[src/pcdc_pkg.sv]
`timescale 1ns / 1ps

package pcdc_pkg;

    localparam int CMD_W    = 2;
    localparam int BRIGHT_W = 8;
    localparam int LEVEL_W  = 6;
    localparam int ACTION_W = 2;
    localparam int CFG_IDX_W  = 8;
    localparam int CFG_DATA_W = 8;
    localparam int TAB_SLOTS  = 32;
    localparam int TAB_IDX_W  = 5;

    // Command codes
    localparam logic [CMD_W-1:0] CMD_SET     = 2'd0;
    localparam logic [CMD_W-1:0] CMD_SUSPEND = 2'd1;
    localparam logic [CMD_W-1:0] CMD_RESUME  = 2'd2;

    // Action codes
    localparam logic [ACTION_W-1:0] ACT_NONE  = 2'd0;
    localparam logic [ACTION_W-1:0] ACT_PULSE = 2'd1;
    localparam logic [ACTION_W-1:0] ACT_OFF   = 2'd2;

    // Register indexes
    localparam logic [CFG_IDX_W-1:0] REG_DIMMING_LEVEL  = 8'd0;
    localparam logic [CFG_IDX_W-1:0] REG_MIN_BRIGHTNESS = 8'd1;

    localparam logic [LEVEL_W-1:0]  LEVEL_WRAP      = 6'd32;
    localparam logic [LEVEL_W-1:0]  LEVEL_OFF       = 6'd0;
    localparam logic [BRIGHT_W-1:0] BRIGHT_FULL     = 8'd255;
    localparam logic [BRIGHT_W-1:0] BRIGHT_ZERO     = 8'd0;
    localparam logic [LEVEL_W-1:0]  RST_DIMMING_LVL = 6'd32;
    localparam logic [BRIGHT_W-1:0] RST_MIN_BRIGHT  = 8'd20;
    localparam logic [LEVEL_W-1:0]  RST_HELD_LEVEL  = 6'd1;

    // Threshold / level table, padded to 32 slots
    localparam logic [BRIGHT_W-1:0] THR_TAB [0:TAB_SLOTS-1] = '{
        8'd20,  8'd31,  8'd42,  8'd53,  8'd64,  8'd76,  8'd88,  8'd100,
        8'd112, 8'd124, 8'd136, 8'd148, 8'd160, 8'd166, 8'd172, 8'd178,
        8'd184, 8'd190, 8'd196, 8'd202, 8'd208, 8'd214, 8'd220, 8'd226,
        8'd232, 8'd238, 8'd244, 8'd250, 8'd255, 8'd255, 8'd255, 8'd255
    };
    localparam logic [LEVEL_W-1:0] LVL_TAB [0:TAB_SLOTS-1] = '{
        6'd32, 6'd31, 6'd30, 6'd29, 6'd28, 6'd27, 6'd26, 6'd25,
        6'd24, 6'd23, 6'd22, 6'd21, 6'd20, 6'd19, 6'd18, 6'd17,
        6'd16, 6'd15, 6'd14, 6'd13, 6'd12, 6'd11, 6'd10, 6'd9,
        6'd8,  6'd7,  6'd6,  6'd5,  6'd4,  6'd4,  6'd4,  6'd4
    };

    typedef struct packed {
        logic [LEVEL_W-1:0]  dimming_level;
        logic [BRIGHT_W-1:0] min_brightness;
    } t_map_cfg;

endpackage

[src/pcdc_if.sv]
`timescale 1ns / 1ps

interface pcdc_cmd_if;
    logic                           valid;
    logic                           ready;
    logic [pcdc_pkg::CMD_W-1:0]     cmd;
    logic [pcdc_pkg::BRIGHT_W-1:0]  brightness;

    modport source (output valid, output cmd, output brightness, input ready);
    modport sink   (input valid, input cmd, input brightness, output ready);
endinterface

interface pcdc_res_if;
    logic                           valid;
    logic                           ready;
    logic [pcdc_pkg::ACTION_W-1:0]  action;
    logic [pcdc_pkg::LEVEL_W-1:0]   pulse_count;
    logic [pcdc_pkg::LEVEL_W-1:0]   level_now;

    modport source (output valid, output action, output pulse_count, output level_now,
                    input ready);
    modport sink   (input valid, input action, input pulse_count, input level_now,
                    output ready);
endinterface

interface pcdc_cfg_if;
    logic                             valid;
    logic                             ready;
    logic [pcdc_pkg::CFG_IDX_W-1:0]   addr;
    logic [pcdc_pkg::CFG_DATA_W-1:0]  data;

    modport source (output valid, output addr, output data, input ready);
    modport sink   (input valid, input addr, input data, output ready);
endinterface

[src/pcdc_level_map.sv]
`timescale 1ns / 1ps

module pcdc_level_map #(
    parameter int TABLE_ENTRIES = 29
) (
    input  logic [pcdc_pkg::BRIGHT_W-1:0] i_brightness,
    input  pcdc_pkg::t_map_cfg            i_cfg,
    output logic [pcdc_pkg::LEVEL_W-1:0]  o_level
);
    import pcdc_pkg::*;

    localparam logic [TAB_IDX_W-1:0] LAST_IDX = TAB_IDX_W'(TABLE_ENTRIES - 1);

    logic [LEVEL_W-1:0] w_tab_level;
    logic [LEVEL_W-1:0] w_dim_level;

    // first threshold at or above the brightness; saturate to last entry
    always_comb begin
        w_tab_level = LVL_TAB[LAST_IDX];
        for (int i = TABLE_ENTRIES - 1; i >= 0; i--) begin
            if (i_brightness <= THR_TAB[i[TAB_IDX_W-1:0]]) begin
                w_tab_level = LVL_TAB[i[TAB_IDX_W-1:0]];
            end
        end
    end

    assign w_dim_level = (i_cfg.dimming_level > LEVEL_WRAP) ? LEVEL_WRAP
                                                            : i_cfg.dimming_level;

    always_comb begin
        if (i_brightness == BRIGHT_ZERO) begin
            o_level = LEVEL_OFF;
        end else if (i_brightness < i_cfg.min_brightness) begin
            o_level = w_dim_level;
        end else if (i_brightness == BRIGHT_FULL) begin
            o_level = LVL_TAB[LAST_IDX];
        end else begin
            o_level = w_tab_level;
        end
    end

endmodule

[src/pulse_count_dimming_controller_top.sv]
`timescale 1ns / 1ps

// Pulse-count dimming controller for a one-wire LED driver.
//
// i_cmd : command beats (cmd, brightness). Set brightness, suspend or resume.
// o_res : one result beat per command: action (nothing / send pulses / off),
//         pulse_count and the driver level held afterwards.
// i_cfg : register writes (addr 0 dimming level, addr 1 minimum brightness);
//         always ready, write only while no command is in flight.
//
// A beat taken from i_cmd is registered in the input register, mapped to a
// level and compared with the held level, and its result is then written
// into the output register. Throughput is one beat per cycle while o_res
// does not stall, set by the combinational level map and forward-difference
// path between the two registers.
// When o_res stalls, the output register holds its beat and the input
// register fills; i_cmd.ready drops only while both are full.
// Reset (i_rst_n low, synchronous) empties both stages, restores the
// registers to dimming level 32 and minimum 20, and marks the driver awake
// at level 1 with last brightness 0.

module pulse_count_dimming_controller_top #(
    parameter int TABLE_ENTRIES = 29
) (
    input  logic        i_clk,
    input  logic        i_rst_n,
    pcdc_cmd_if.sink    i_cmd,
    pcdc_res_if.source  o_res,
    pcdc_cfg_if.sink    i_cfg
);
    import pcdc_pkg::*;

    // configuration registers
    logic [LEVEL_W-1:0]  r_dim_level;
    logic [BRIGHT_W-1:0] r_min_bright;

    // driver state
    logic [LEVEL_W-1:0]  r_held, n_held;
    logic                r_awake, n_awake;
    logic [BRIGHT_W-1:0] r_last, n_last;

    // input stage
    logic                r_s1_valid;
    logic [CMD_W-1:0]    r_s1_cmd;
    logic [BRIGHT_W-1:0] r_s1_bright;

    // result stage
    logic                r_out_valid;
    logic [ACTION_W-1:0] r_out_action, n_out_action;
    logic [LEVEL_W-1:0]  r_out_pulses, n_out_pulses;
    logic [LEVEL_W-1:0]  r_out_level;

    logic                w_adv;
    logic                w_take;
    logic [BRIGHT_W-1:0] w_apply_b;
    logic [LEVEL_W-1:0]  w_target;
    logic [LEVEL_W:0]    w_fwd;
    t_map_cfg            w_map_cfg;

    // result register frees up when empty or being drained
    assign w_adv  = r_s1_valid && (!r_out_valid || o_res.ready);
    assign w_take = i_cmd.valid && i_cmd.ready;

    assign i_cmd.ready = !r_s1_valid || w_adv;
    assign i_cfg.ready = 1'b1;

    assign o_res.valid       = r_out_valid;
    assign o_res.action      = r_out_action;
    assign o_res.pulse_count = r_out_pulses;
    assign o_res.level_now   = r_out_level;

    always_ff @(posedge i_clk) begin
        if (!i_rst_n) begin
            r_dim_level  <= RST_DIMMING_LVL;
            r_min_bright <= RST_MIN_BRIGHT;
        end else if (i_cfg.valid) begin
            case (i_cfg.addr)
                REG_DIMMING_LEVEL:  r_dim_level  <= i_cfg.data[LEVEL_W-1:0];
                REG_MIN_BRIGHTNESS: r_min_bright <= i_cfg.data;
                default: ;
            endcase
        end
    end

    // input register
    always_ff @(posedge i_clk) begin
        if (!i_rst_n) begin
            r_s1_valid <= 1'b0;
        end else if (i_cmd.ready) begin
            r_s1_valid <= i_cmd.valid;
        end
    end

    always_ff @(posedge i_clk) begin
        if (w_take) begin
            r_s1_cmd    <= i_cmd.cmd;
            r_s1_bright <= i_cmd.brightness;
        end
    end

    // resume replays the last requested brightness
    assign w_apply_b = (r_s1_cmd == CMD_SET) ? r_s1_bright : r_last;

    assign w_map_cfg.dimming_level  = r_dim_level;
    assign w_map_cfg.min_brightness = r_min_bright;

    pcdc_level_map #(
        .TABLE_ENTRIES (TABLE_ENTRIES)
    ) u_map (
        .i_brightness (w_apply_b),
        .i_cfg        (w_map_cfg),
        .o_level      (w_target)
    );

    // forward distance around the 32-level ring, 1..32 when levels differ and the target is not off
    assign w_fwd = (r_held <= w_target)
                 ? ({1'b0, w_target} - {1'b0, r_held})
                 : ({1'b0, LEVEL_WRAP} - ({1'b0, r_held} - {1'b0, w_target}));

    always_comb begin
        n_held       = r_held;
        n_awake      = r_awake;
        n_last       = r_last;
        n_out_action = ACT_NONE;
        n_out_pulses = '0;
        case (r_s1_cmd)
            CMD_SET: begin
                n_last = r_s1_bright;
                if (r_awake && (w_target != r_held)) begin
                    n_held = w_target;
                    if (w_target == LEVEL_OFF) begin
                        n_out_action = ACT_OFF;
                    end else begin
                        n_out_action = ACT_PULSE;
                        n_out_pulses = w_fwd[LEVEL_W-1:0];
                    end
                end
            end
            CMD_SUSPEND: begin
                n_awake      = 1'b0;
                n_held       = LEVEL_OFF;
                n_out_action = ACT_OFF;
            end
            CMD_RESUME: begin
                n_awake = 1'b1;
                if (w_target != r_held) begin
                    n_held = w_target;
                    if (w_target == LEVEL_OFF) begin
                        n_out_action = ACT_OFF;
                    end else begin
                        n_out_action = ACT_PULSE;
                        n_out_pulses = w_fwd[LEVEL_W-1:0];
                    end
                end
            end
            default: ;
        endcase
    end

    always_ff @(posedge i_clk) begin
        if (!i_rst_n) begin
            r_held      <= RST_HELD_LEVEL;
            r_awake     <= 1'b1;
            r_last      <= BRIGHT_ZERO;
            r_out_valid <= 1'b0;
        end else begin
            if (w_adv) begin
                r_held      <= n_held;
                r_awake     <= n_awake;
                r_last      <= n_last;
                r_out_valid <= 1'b1;
            end else if (o_res.ready) begin
                r_out_valid <= 1'b0;
            end
        end
    end

    always_ff @(posedge i_clk) begin
        if (w_adv) begin
            r_out_action <= n_out_action;
            r_out_pulses <= n_out_pulses;
            r_out_level  <= n_held;
        end
    end

endmodule
[src/flat_wrapper.sv]
// flat-port wrapper written by rule: the top's interface ports become plain ports
module pulse_count_dimming_controller_top_flat import pcdc_pkg::*;
#(
    parameter int TABLE_ENTRIES = 29
)
  (i_clk, i_rst_n, i_cmd_valid, i_cmd_cmd, i_cmd_brightness, i_cmd_ready, o_res_valid, o_res_action, o_res_pulse_count, o_res_level_now, o_res_ready, i_cfg_valid, i_cfg_addr, i_cfg_data, i_cfg_ready);
  pcdc_cmd_if i_cmd_i ();
  pcdc_res_if o_res_i ();
  pcdc_cfg_if i_cfg_i ();
  input  logic i_clk;
  input  logic i_rst_n;
  input wire logic [$bits(i_cmd_i.valid)-1:0] i_cmd_valid;
  input wire logic [$bits(i_cmd_i.cmd)-1:0] i_cmd_cmd;
  input wire logic [$bits(i_cmd_i.brightness)-1:0] i_cmd_brightness;
  output wire logic [$bits(i_cmd_i.ready)-1:0] i_cmd_ready;
  output wire logic [$bits(o_res_i.valid)-1:0] o_res_valid;
  output wire logic [$bits(o_res_i.action)-1:0] o_res_action;
  output wire logic [$bits(o_res_i.pulse_count)-1:0] o_res_pulse_count;
  output wire logic [$bits(o_res_i.level_now)-1:0] o_res_level_now;
  input wire logic [$bits(o_res_i.ready)-1:0] o_res_ready;
  input wire logic [$bits(i_cfg_i.valid)-1:0] i_cfg_valid;
  input wire logic [$bits(i_cfg_i.addr)-1:0] i_cfg_addr;
  input wire logic [$bits(i_cfg_i.data)-1:0] i_cfg_data;
  output wire logic [$bits(i_cfg_i.ready)-1:0] i_cfg_ready;
  assign i_cmd_i.valid = i_cmd_valid;
  assign i_cmd_i.cmd = i_cmd_cmd;
  assign i_cmd_i.brightness = i_cmd_brightness;
  assign i_cmd_ready = i_cmd_i.ready;
  assign o_res_valid = o_res_i.valid;
  assign o_res_action = o_res_i.action;
  assign o_res_pulse_count = o_res_i.pulse_count;
  assign o_res_level_now = o_res_i.level_now;
  assign o_res_i.ready = o_res_ready;
  assign i_cfg_i.valid = i_cfg_valid;
  assign i_cfg_i.addr = i_cfg_addr;
  assign i_cfg_i.data = i_cfg_data;
  assign i_cfg_ready = i_cfg_i.ready;
  pulse_count_dimming_controller_top #(.TABLE_ENTRIES(TABLE_ENTRIES)) u_core (.i_clk(i_clk), .i_rst_n(i_rst_n), .i_cmd(i_cmd_i), .o_res(o_res_i), .i_cfg(i_cfg_i));
endmodule
[config.mk]
export PLATFORM = sky130hd
export DESIGN_NAME = pulse_count_dimming_controller_top_flat
export DESIGN_NICKNAME = d
export VERILOG_FILES = /design/src/pcdc_pkg.sv /design/src/pcdc_if.sv /design/src/pcdc_level_map.sv /design/src/pulse_count_dimming_controller_top.sv /design/src/flat_wrapper.sv
export SDC_FILE = /design/constraint.sdc
export NUM_CORES = 1
export LEC_CHECK = 0
export BUFFER_PORTS_ARGS = -buffer_cell sky130_fd_sc_hd__buf_2
export CAP_MARGIN = 25
export CORE_MARGIN = 10
export CORE_UTILIZATION = 53
export DETAILED_ROUTE_END_ITERATION = 8
export PLACE_DENSITY = 0.77
export SYNTH_ARGS = -nofsm -noshare
export SYNTH_HDL_FRONTEND = slang
export SYNTH_HIERARCHICAL = 1
export SYNTH_SLANG_ARGS = --single-unit
[constraint.sdc]
create_clock -name i_clk -period 4.8 [get_ports i_clk]
set_input_delay 0.72 -clock i_clk [delete_from_list [all_inputs] [get_ports i_clk]]
set_output_delay 0.72 -clock i_clk [all_outputs]
set_load 0.005 [all_outputs]
==> results_dict.tcl, run 1 <==
set metrics [dict create \
    synth_compound_area_frac 0.173 \
    ff2ff_setup_slack_ps 170 \
    cp_data_arrival_time_ps 4700 \
    synth_edf_count 24 \
    cp-end-kind "flop" \
    ys_ff_latch 55 \
    critPathBufInv 1 \
    viasPerCell 5.73 \
    post-place-ws_ps -251 \
    area_growth_pct 15.0 \
    yosysTopAreaCell "edfxtp_1" \
    p_clk_frac 0.244 \
    grt_max_degree 30 \
    route.vias.total 3172 \
    grt_use_total 0.159 \
    setup_tns_ps 0 \
    holdWs_ps 494 \
    drive_above_1_share 0.221 \
    syn_inst 403 \
    hold_viol_final 0 \
    pin_count 48 \
    totalWireLength_um 9040 \
    drt_iter0_drc 234 \
    synthAdderAreaFrac 0.0999 \
    nets 514 \
    dr.pass1.iters 5 \
    synth.distinct_cells 62 \
    grt_pass1_vias 3065 \
    finalCritPeriodShare 0.966 \
    io_buffers 46 \
    status "finished, final reports clean" \
    yosys.area_share.simple 0.184 \
    intPower_uw 765 \
    crit_fanout 12 \
    holdPathStages 2 \
    cap_violations 0 \
    drv_slew 0 \
    yosys-top-cells-count "inv_1, a21oi_1, dfxtp_1, mux2i_1, nor2b_1" \
    die-area_mm2 0.0107 \
    worst_path_max_delay_cell "a2111oi_0" \
    cts_buffer_depth 2 \
    synthTopCellsByArea "edfxtp_1, dfxtp_1, mux2i_1, ha_1, nor2b_1" \
    p_sw_uw 366 \
    peakVddDrop_mv 0.144 \
    min_period_ps 4630 \
    place_inst 546 \
    yosys.area.top_type_share 0.194 \
    slew_headroom 0.593 \
    setup_ws_ps 165 \
    syn-num-nets 460 \
    grt_pass1_wl_um 14700 \
    finalSetupViolations 0 \
    fillerInstances 586 \
    cts_buffers 5 \
    clkSlewWorstSetupHoldPaths_ps 110 \
    overflow 0 \
    synth_xor_area_frac 0.0142 \
    cp_top_family "compound AO/OA/AOI/OAI gates" \
    ys_seq_area_frac 0.362 \
    die_h_um 104 \
    worstSkewPairLatency_ps 310 \
    path_cells "inv_1 -> ha_4 -> mux2_2 -> o21a_2 -> a2111oi_0 -> a21o_1 -> a32o_1 -> or3_1 -> a32o_1 -> ha_1 -> ha_1 -> fa_1 -> nand2b_1 -> a21oi_1 -> or3_1 -> nand3_1 -> a21oi_1" \
    rsz0062_at_grt "false" \
    hpwlAfterDp_um 6880 \
    core_mm2 0.00679 \
    tightest_slew_ps 596 \
    synth_area_mm2 0.00371 \
    path_class "flop to flop" \
    cpPeakStageDelay_ps 600 \
    start_util 0.546 \
    diodes 0 \
    clockRootBuffer "clkbuf_8" \
    postSynthAreaPerCell_um2 9.20 \
    gp_congestion 0.963 \
    die_w_um 104 \
    reg2reg_depth 17 \
    synthFlopType "dfxtp_1" \
    synthMuxAreaShare 0.0972 \
    place_area_mm2 0.00412 \
    fin_area_mm2 0.00426 \
    drc 0 \
    hold_class "flop to flop" \
    fin_skew_ps 5.95 \
    ys_warn_count 6 \
    ant_nets 0 \
    cp-start-kind "flop" \
    final_core_util 0.627 \
    holdBufCountCts 0 \
    seqPwrFrac 0.459 \
    final_cell_count_no_fill 554 \
    p_leak_nw 1.68 \
    cp.depth 17 \
    synth_top_family_by_area "simple AND/OR/NAND/NOR gates" \
    clkSinkCount 55 \
    power.density_mw_per_mm2 265 \
    synth_most_common_cell "inv_1" \
    timing.fmax_ghz 0.216 \
    antenna_found_initial 0 \
    cts_tree "done" \
    wire_per_inst_um 16.3 \
    pwr-share-comb 0.297 \
    cp.required_ps 4870 \
    synthArstFlopShare 0 \
    num_rows 30 \
    fin_total_pwr_mw 1.13 \
    htree_levels 2 \
    netSwitchingFraction 0.324 \
]
## state kept, by name, indices dropped and copies added (netlist names)
| signal | cells |
|---|---|
| u_core/o_res.pulse_count | 6 |
| u_core/r_s1_bright | 8 |
| u_core/o_res.action | 2 |
| u_core/r_awake | 1 |
| u_core/r_s1_cmd | 2 |
| u_core/o_res.level_now | 6 |
| u_core/r_dim_level | 6 |
| u_core/r_s1_valid | 1 |
| u_core/o_res.valid | 1 |
| u_core/r_last | 8 |
| u_core/r_held | 6 |
| u_core/r_min_bright | 8 |
## power by group through the flow
stage | combinational [mW] | sequential (mW) | clock (mW)
final | 0.336 | 0.519 | 0.277
after global routing | 0.368 | 0.521 | 0.298
after floorplan | 0.219 | 0.530 | 0
after CTS | 0.322 | 0.519 | 0.283
after global placement | 0.308 | 0.529 | 0
after detailed placement | 0.317 | 0.530 | 0
## worst min-delay path, stage by stage, from the launching register on
cell	delay [ps]
dfxtp_1	350
mux2i_1	70
nand2_1	60
## timing repair
action                                  in CTS  in global routing
endpoints found under the setup margin       4                  8
buffers inserted                             0                  0
resized for setup                            2                  7
gates cloned                                 0                  0
## per-layer routing
metal	wire (um)	part of all wire	up-vias	global-route usage
met5	0	0	-	0
met4	125	0.014	0	0.0474
met3	579	0.064	13	0.0328
met2	4290	0.47	119	0.262
met1	4050	0.45	1496	0.202
li1	-	-	1544	-
## cells in the final DEF (no fill, tap or decap), drive strengths merged, types with 2 or more instances in the layout
cell type	count
a2111oi	4
a211oi	3
a21oi	32
a221oi	2
a22o	11
a31oi	4
a32o	2
and2	4
and3	2
buf	69
clkbuf	5
dfxtp	31
edfxtp	24
fa	6
ha	20
inv	38
mux2	8
mux2i	27
nand2	25
nand2b	3
nand3	11
nand3b	3
nand4	2
nor2	24
nor2b	26
nor3	10
nor4	3
o211ai	3
o21a	4
o21ai	18
o31a	3
or3	5
or3b	2
or4	2
xnor2	2
xor2	4
## worst paths after layout
kind	startpoint	to
setup / recovery	u_core/r_s1_cmd[0]$_DFFE_PP_	u_core/o_res.pulse_count[5]$_DFFE_PP_
hold / removal	u_core/r_min_bright[2]$_SDFFE_PN1P_	u_core/r_min_bright[2]$_SDFFE_PN1P_
hold reg to reg	u_core/r_min_bright[2]$_SDFFE_PN1P_	u_core/r_min_bright[2]$_SDFFE_PN1P_
setup reg to reg	u_core/r_s1_cmd[0]$_DFFE_PP_	u_core/o_res.pulse_count[5]$_DFFE_PP_
## cells by family after synthesis
logic type,after synthesis
other,1
adders and majority gates,26
and+or+nand+nor,125
AOI/OAI and AO/OA,97
DFF,55
xor gates and xnor gates,6
buffers and inverters,58
muxes,35
## cell type report
class / count / area (um^2) / area share
flip-flops and latches: 55 / 1340 / 0.315
repair buffers: 69 / 415 / 0.0974
inverters: 36 / 135 / 0.0317
multi-input cells: 290 / 2150 / 0.505
clock inverters: 3 / 27.5 / 0.00646
well taps: 96 / 120 / 0.0282
clock buffers: 5 / 68.8 / 0.0161
(Power assumes the default switching activity.)
==> run 2, diff against run 1 <==
--- a/config.mk
+++ b/config.mk
@@ -5,6 +5,7 @@
 export SDC_FILE = /design/constraint.sdc
 export NUM_CORES = 1
 export LEC_CHECK = 0
+export ABC_AREA = 1
 export BUFFER_PORTS_ARGS = -buffer_cell sky130_fd_sc_hd__buf_2
 export CAP_MARGIN = 25
 export CORE_MARGIN = 10
==> run 2 against run 1 <==
Sequential share of layout area down 3.9 points. Clock-buffer cell count unchanged. Combinational power rose by 95%. Maximum frequency down 0.74%. Sequential cell count is the same. Non-clock buffer count up 21. Hold slack got worse by 18 ps. Via count up 25%. Clock skew up 7.1 ps. Largest power group is now combinational logic.
==> results_dict.tcl, run 2 <==
set metrics [dict create \
    die_w_um 106 \
    antenna_found_initial 0 \
    fin_skew_ps 13.1 \
    crit_fanout 8 \
    synthTopCellsByArea "edfxtp_1, dfxtp_1, nand2_1, inv_1, ha_1" \
    synth_edf_count 24 \
    p_leak_nw 2.22 \
    overflow 0 \
    hpwlAfterDp_um 7850 \
    die_h_um 106 \
    drt_iter0_drc 229 \
    ys_warn_count 6 \
    dr_wl_met3_um 707 \
    status "finished, final reports clean" \
    clkSinkCount 55 \
    syn_inst 548 \
    holdBufCountCts 0 \
    dr.pass1.iters 5 \
    finalCritPeriodShare 0.973 \
    timing.fmax_ghz 0.214 \
    final_core_util 0.674 \
    yosys-top-cells-count "nand2_1, inv_1, nor2_1, a21oi_1, o21ai_0" \
    grt_max_degree 25 \
    pwr-share-comb 0.444 \
    ys_ff_latch 55 \
    r2r_start "u_core/r_s1_cmd[0]$_DFFE_PP_" \
    cp-end-kind "flop" \
    finalSetupViolations 0 \
    seqPwrFrac 0.363 \
    area_growth_pct 24.0 \
    cpPeakStageDelay_ps 440 \
    cts_buffer_depth 2 \
    postSynthAreaPerCell_um2 7.16 \
    tightest_slew_ps 823 \
    clockRootBuffer "clkbuf_8" \
    ff2ff_setup_slack_ps 130 \
    ys_seq_area_frac 0.342 \
    wl_met1_um 4420 \
    cp-start-kind "flop" \
    viasPerCell 5.42 \
    rsz0062_at_grt "true" \
    layout_common_cells "nand2_1, inv_1, nor2_1" \
    cts_tree "done" \
    holdPathStages 2 \
    top_layer "met4" \
    diodes 0 \
    totalWireLength_um 10800 \
    drc 0 \
    synthFlopType "dfxtp_1" \
    start_util 0.544 \
    yosys.area.top_type_share 0.184 \
    route.met2.wl_um 5440 \
    power.density_mw_per_mm2 303 \
    hold_class "flop to flop" \
    route.vias.total 3959 \
    fin_total_pwr_mw 1.47 \
    cap_violations 0 \
    gp_congestion 0.965 \
    syn-num-nets 605 \
    cp.required_ps 4880 \
    top_regs "u_core/r_last (8), u_core/r_min_bright (8), u_core/r_s1_bright (8)" \
    grt_pass1_wl_um 16600 \
    p_sw_uw 578 \
    wire_per_inst_um 14.7 \
    p_clk_frac 0.193 \
    reg2reg_depth 47 \
    netSwitchingFraction 0.392 \
    slew_headroom 0.450 \
    yosysTopAreaCell "edfxtp_1" \
    crit_path_frequent_cell "nand2_1" \
    drv_slew 0 \
    core_mm2 0.00721 \
    nets 687 \
    synth.distinct_cells 45 \
    r2r_end "u_core/o_res.pulse_count[5]$_DFFE_PP_" \
    path_class "flop to flop" \
    hold_viol_final 0 \
    num_rows 31 \
    cp_data_arrival_time_ps 4750 \
    cts_buffers 5 \
    grt_pass1_vias 3625 \
    die-area_mm2 0.0112 \
    synth_most_common_cell "nand2_1" \
    htree_levels 2 \
    drive_above_1_share 0.258 \
    ant_nets 0 \
    holdPathEnd "u_core/r_min_bright[2]$_SDFFE_PN1P_" \
    synthArstFlopShare 0 \
    worst_path_max_delay_cell "edfxtp_1" \
    io_buffers 46 \
    min_from "u_core/r_min_bright[2]$_SDFFE_PN1P_" \
    worstSkewPairLatency_ps 330 \
    min_period_ps 4670 \
    intPower_uw 896 \
    layout_commonest_cell "nand2_1" \
    synth_area_mm2 0.00392 \
    peakVddDrop_mv 0.203 \
    clkSlewWorstSetupHoldPaths_ps 120 \
    grt_use_total 0.174 \
    pin_count 48 \
]
run 2: cell types whose count changed after synthesis, moves of 11 or more:
| cell | delta |
|---|---|
| a22o_1 | -11 |
| a21oi_1 | +16 |
| mux2i_1 | -27 |
| nor2_1 | +32 |
| nand2_1 | +95 |
| o21ai_0 | +29 |
| nor2b_1 | -26 |
| nand3_1 | +13 |
| inv_1 | +43 |
run 2: layer usage:
layer / global-route usage / up-vias
met5: 0 / -
met3: 0.0441 / 22
met2: 0.299 / 149
li1: - / 1949
met1: 0.209 / 1839
met4: 0.0542 / 0
run 2: how the worst max path moves through the flow:
| stage | slack [ps] | from | to |
|---|---|---|---|
| floorplan | 270 | u_core/r_s1_cmd[0]$_DFFE_PP_ | u_core/o_res.pulse_count[5]$_DFFE_PP_ |
| global placement | 30 | u_core/r_s1_cmd[0]$_DFFE_PP_ | u_core/o_res.pulse_count[5]$_DFFE_PP_ |
| detailed placement | -90 | u_core/r_s1_cmd[0]$_DFFE_PP_ | u_core/o_res.pulse_count[5]$_DFFE_PP_ |
| CTS | 30 | u_core/r_s1_cmd[0]$_DFFE_PP_ | u_core/o_res.pulse_count[5]$_DFFE_PP_ |
| global route | -280 | u_core/r_s1_cmd[0]$_DFFE_PP_ | u_core/o_res.pulse_count[5]$_DFFE_PP_ |
| finish | 130 | u_core/r_s1_cmd[0]$_DFFE_PP_ | u_core/o_res.pulse_count[5]$_DFFE_PP_ |
run 2: kinds of logic after synthesis:
logic type | Yosys count | synth area share
compound gates | 120 | 0.172
xor+xnor | 4 | 0.00893
flops | 55 | 0.342
fa+ha+maj | 26 | 0.0944
simple gates | 236 | 0.265
buf+inv | 106 | 0.116
other cells | 1 | 0.000956
run 2: per-stage QoR:
| stage | setup TNS, ps | cells | cell area [um^2] | worst slack [ps] | hold WS (ps) |
|---|---|---|---|---|---|
| final | 0 | 730 | 4860 | 131 | 476 |
| after global routing | -1110 | 730 | 4860 | -282 | 487 |
| after CTS | 0 | 706 | 4460 | 30.7 | 459 |
| after detailed placement | -178 | 698 | 4360 | -89.6 | 443 |
| after global placement | 0 | 698 | 4360 | 31.1 | 437 |
| after floorplan | 0 | 548 | 3920 | 270 | 424 |
run 2: power by group through the flow:
stage	clock network (mW)	logic, mW	registers [mW]
3_5_place_dp	0	0.540	0.545
2_1_floorplan	0	0.383	0.545
4_1_cts	0.290	0.543	0.534
3_3_place_gp	0	0.524	0.544
6_report	0.284	0.654	0.535
5_1_grt	0.308	0.722	0.537
run 2: critical path, delay by kind of cell (launching register included):
kind / cells / cell delay [ps]
simple gates: 31 / 1920
buf+inv: 8 / 790
fa+ha+maj: 4 / 710
compound gates: 4 / 550
flops: 1 / 440
run 2: timing repair:
action	in CTS	in global routing
pin swaps	0	11
setup endpoints to repair	4	20
gates resized for setup	2	59
setup buffers	0	23
hold endpoints to repair	0	0
cloned	0	1
run 2: layout make-up:
class                   count  area, um^2
fillers                   623        2350
multi-input cells         387        2300
flip-flops and latches     55        1340
repair buffers             90         638
inverters                  91         359
well taps                  99         124
clock buffers               5        68.8
clock inverters             3        33.8
==> run 3, diff against run 2 <==
--- a/config.mk
+++ b/config.mk
@@ -9,9 +9,9 @@
 export BUFFER_PORTS_ARGS = -buffer_cell sky130_fd_sc_hd__buf_2
 export CAP_MARGIN = 25
 export CORE_MARGIN = 10
-export CORE_UTILIZATION = 53
+export CORE_UTILIZATION = 58
 export DETAILED_ROUTE_END_ITERATION = 8
-export PLACE_DENSITY = 0.77
+export PLACE_DENSITY = 0.8
 export SYNTH_ARGS = -nofsm -noshare
 export SYNTH_HDL_FRONTEND = slang
 export SYNTH_HIERARCHICAL = 1
==> constraint.sdc (replaced) <==
create_clock -name i_clk -period 5.3 [get_ports i_clk]
set_input_delay 0.795 -clock i_clk [delete_from_list [all_inputs] [get_ports i_clk]]
set_output_delay 0.795 -clock i_clk [all_outputs]
set_load 0.005 [all_outputs]
==> run 3 against run 2 <==
Clock power up 10%. Non-clock buffer count fell by 10. Highest routed layer unchanged. Power is 10% lower. Wire length increased by 1.9%. Sequential share of layout area increased by 1.6 points.
==> results_dict.tcl, run 3 (synthesized netlist as in run 2, its figures left out) <==
set metrics [dict create \
    cp_data_arrival_time_ps 4900 \
    antenna_found_initial 0 \
    min_period_ps 4810 \
    drive_above_1_share 0.214 \
    grt_pass1_vias 3619 \
    ant_nets 0 \
    status "finished, final reports clean" \
    crit_path_frequent_cell "nand2_1" \
    start_util 0.607 \
    gp_congestion 1.06 \
    die_h_um 102 \
    totalWireLength_um 11000 \
    drt_iter0_drc 304 \
    peakVddDrop_mv 0.252 \
    clkSlewWorstSetupHoldPaths_ps 100 \
    wire_per_inst_um 15.7 \
    slew_headroom 0.450 \
    cp-end-kind "flop" \
    cts_buffer_depth 2 \
    io_buffers 46 \
    layout_commonest_cell "nand2_1" \
    crit_fanout 8 \
    hold_viol_final 0 \
    cap_violations 0 \
    htree_levels 2 \
    cts_buffers 5 \
    cp.required_ps 5390 \
    hpwlAfterDp_um 7870 \
    grtUsageMet2 0.328 \
    pin_count 48 \
    critPathBufInv 5 \
    tightest_slew_ps 823 \
    cts_tree "done" \
    finalSetupViolations 0 \
    clkSinkCount 55 \
    num_rows 29 \
    route.vias.total 3978 \
    fin_total_pwr_mw 1.33 \
    grt.busiest_layer "met2" \
    grt_use_met1 0.256 \
    grt_max_degree 25 \
    path_class "flop to flop" \
    fillerInstances 514 \
    cp-start-kind "flop" \
    die-area_mm2 0.0105 \
    drc 0 \
    area_growth_pct 17.1 \
    nets 677 \
    timing.fmax_ghz 0.208 \
    worst_path_max_delay_cell "edfxtp_1" \
    fin_skew_ps 13.9 \
    hold_class "flop to flop" \
    dr.pass1.iters 7 \
    grt_use_total 0.199 \
    grt_pass1_wl_um 16900 \
    viasPerCell 5.70 \
    layout_common_cells "nand2_1, inv_1, nor2_1" \
    overflow 0 \
    clockRootBuffer "clkbuf_8" \
    diodes 0 \
    cpPeakStageDelay_ps 450 \
    core_mm2 0.00646 \
    drv_slew 0 \
    setup_ws_ps 489 \
    final_core_util 0.711 \
    die_w_um 102 \
    finalCritPeriodShare 0.908 \
    worstSkewPairLatency_ps 320 \
    setup_tns_ps 0 \
    power.density_mw_per_mm2 288 \
    cp_top_family "simple AND/OR/NAND/NOR gates" \
    top_regs "u_core/r_last (8), u_core/r_min_bright (8), u_core/r_s1_bright (8)" \
    grt_use_met3 0.0358 \
    p_leak_nw 2.16 \
    post-place-ws_ps 281 \
]
[run 3: changes by cell type in the layout (fill, tap and decap cells not counted), moves of 3 or more]
cell             change
clkdlybuf4s15_2      +3
o21ai_4              -4
buf_4                -8
o21ai_0              +4
ha_1                 +3
buf_12               -3
nand2_1              +6
inv_4                -4
nand2_2              -5
[run 3: area by class of cell]
cell class / instances / area [um^2] / area share
Clock inverter: 2 / 37.5 / 0.00817
Tap cell: 77 / 96.3 / 0.0210
Sequential cell: 55 / 1340 / 0.292
Clock buffer: 6 / 93.8 / 0.0204
Inverter: 91 / 350 / 0.0763
Multi-Input combinational cell: 387 / 2160 / 0.471
Timing Repair Buffer: 80 / 512 / 0.111
[run 3: metrics by stage]
stage	cells	instance area, um^2	hold WS, ps
after floorplan	548	3920	424
after global placement	668	4230	436
after detailed placement	668	4230	440
after CTS	676	4370	454
after global routing	698	4590	482
final	698	4590	459
[run 3: worst reg2reg max path, delay by kind of cell (launching register included)]
family,cells,cell delay (ps)
AND/OR/NAND/NOR,34,2090
AO/OA/AOI/OAI,5,500
buffers and inverters,5,580
flip-flops,1,450
adder cells (fa/ha/maj),4,980
[run 3: where the power goes]
group | total [mW] | leakage, nW | switching (mW) | internal, mW
Combinational | 0.528 | 1.61 | 0.327 | 0.201
Clock | 0.313 | 0.0626 | 0.143 | 0.169
Sequential | 0.485 | 0.485 | 0.0103 | 0.474
[run 3: final timing paths]
kind         cells past startpoint  slack, ps                     startpoint                                     to
min reg2reg                      2        460  u_core/r_last[1]$_SDFFE_PN0P_          u_core/r_last[1]$_SDFFE_PN0P_
max reg2reg                     48        490   u_core/r_s1_cmd[1]$_DFFE_PP_  u_core/o_res.pulse_count[5]$_DFFE_PP_
max                             48        490   u_core/r_s1_cmd[1]$_DFFE_PP_  u_core/o_res.pulse_count[5]$_DFFE_PP_
min                              2        460  u_core/r_last[1]$_SDFFE_PN0P_          u_core/r_last[1]$_SDFFE_PN0P_
[run 3: timing repair]
action                     4_1_cts  5_1_grt
setup buffers                    0       19
gates resized for setup          0       20
setup endpoints to repair        0       19
hold buffers                     0        0
[run 3: routing by layer]
layer  vias up  wire (um)  part of all wire
li1       1924          -                 -
met1      1803       4480              0.41
met2       225       5270              0.48
met3        26        980             0.089
met4         0        234             0.021
met5         -          0                 0
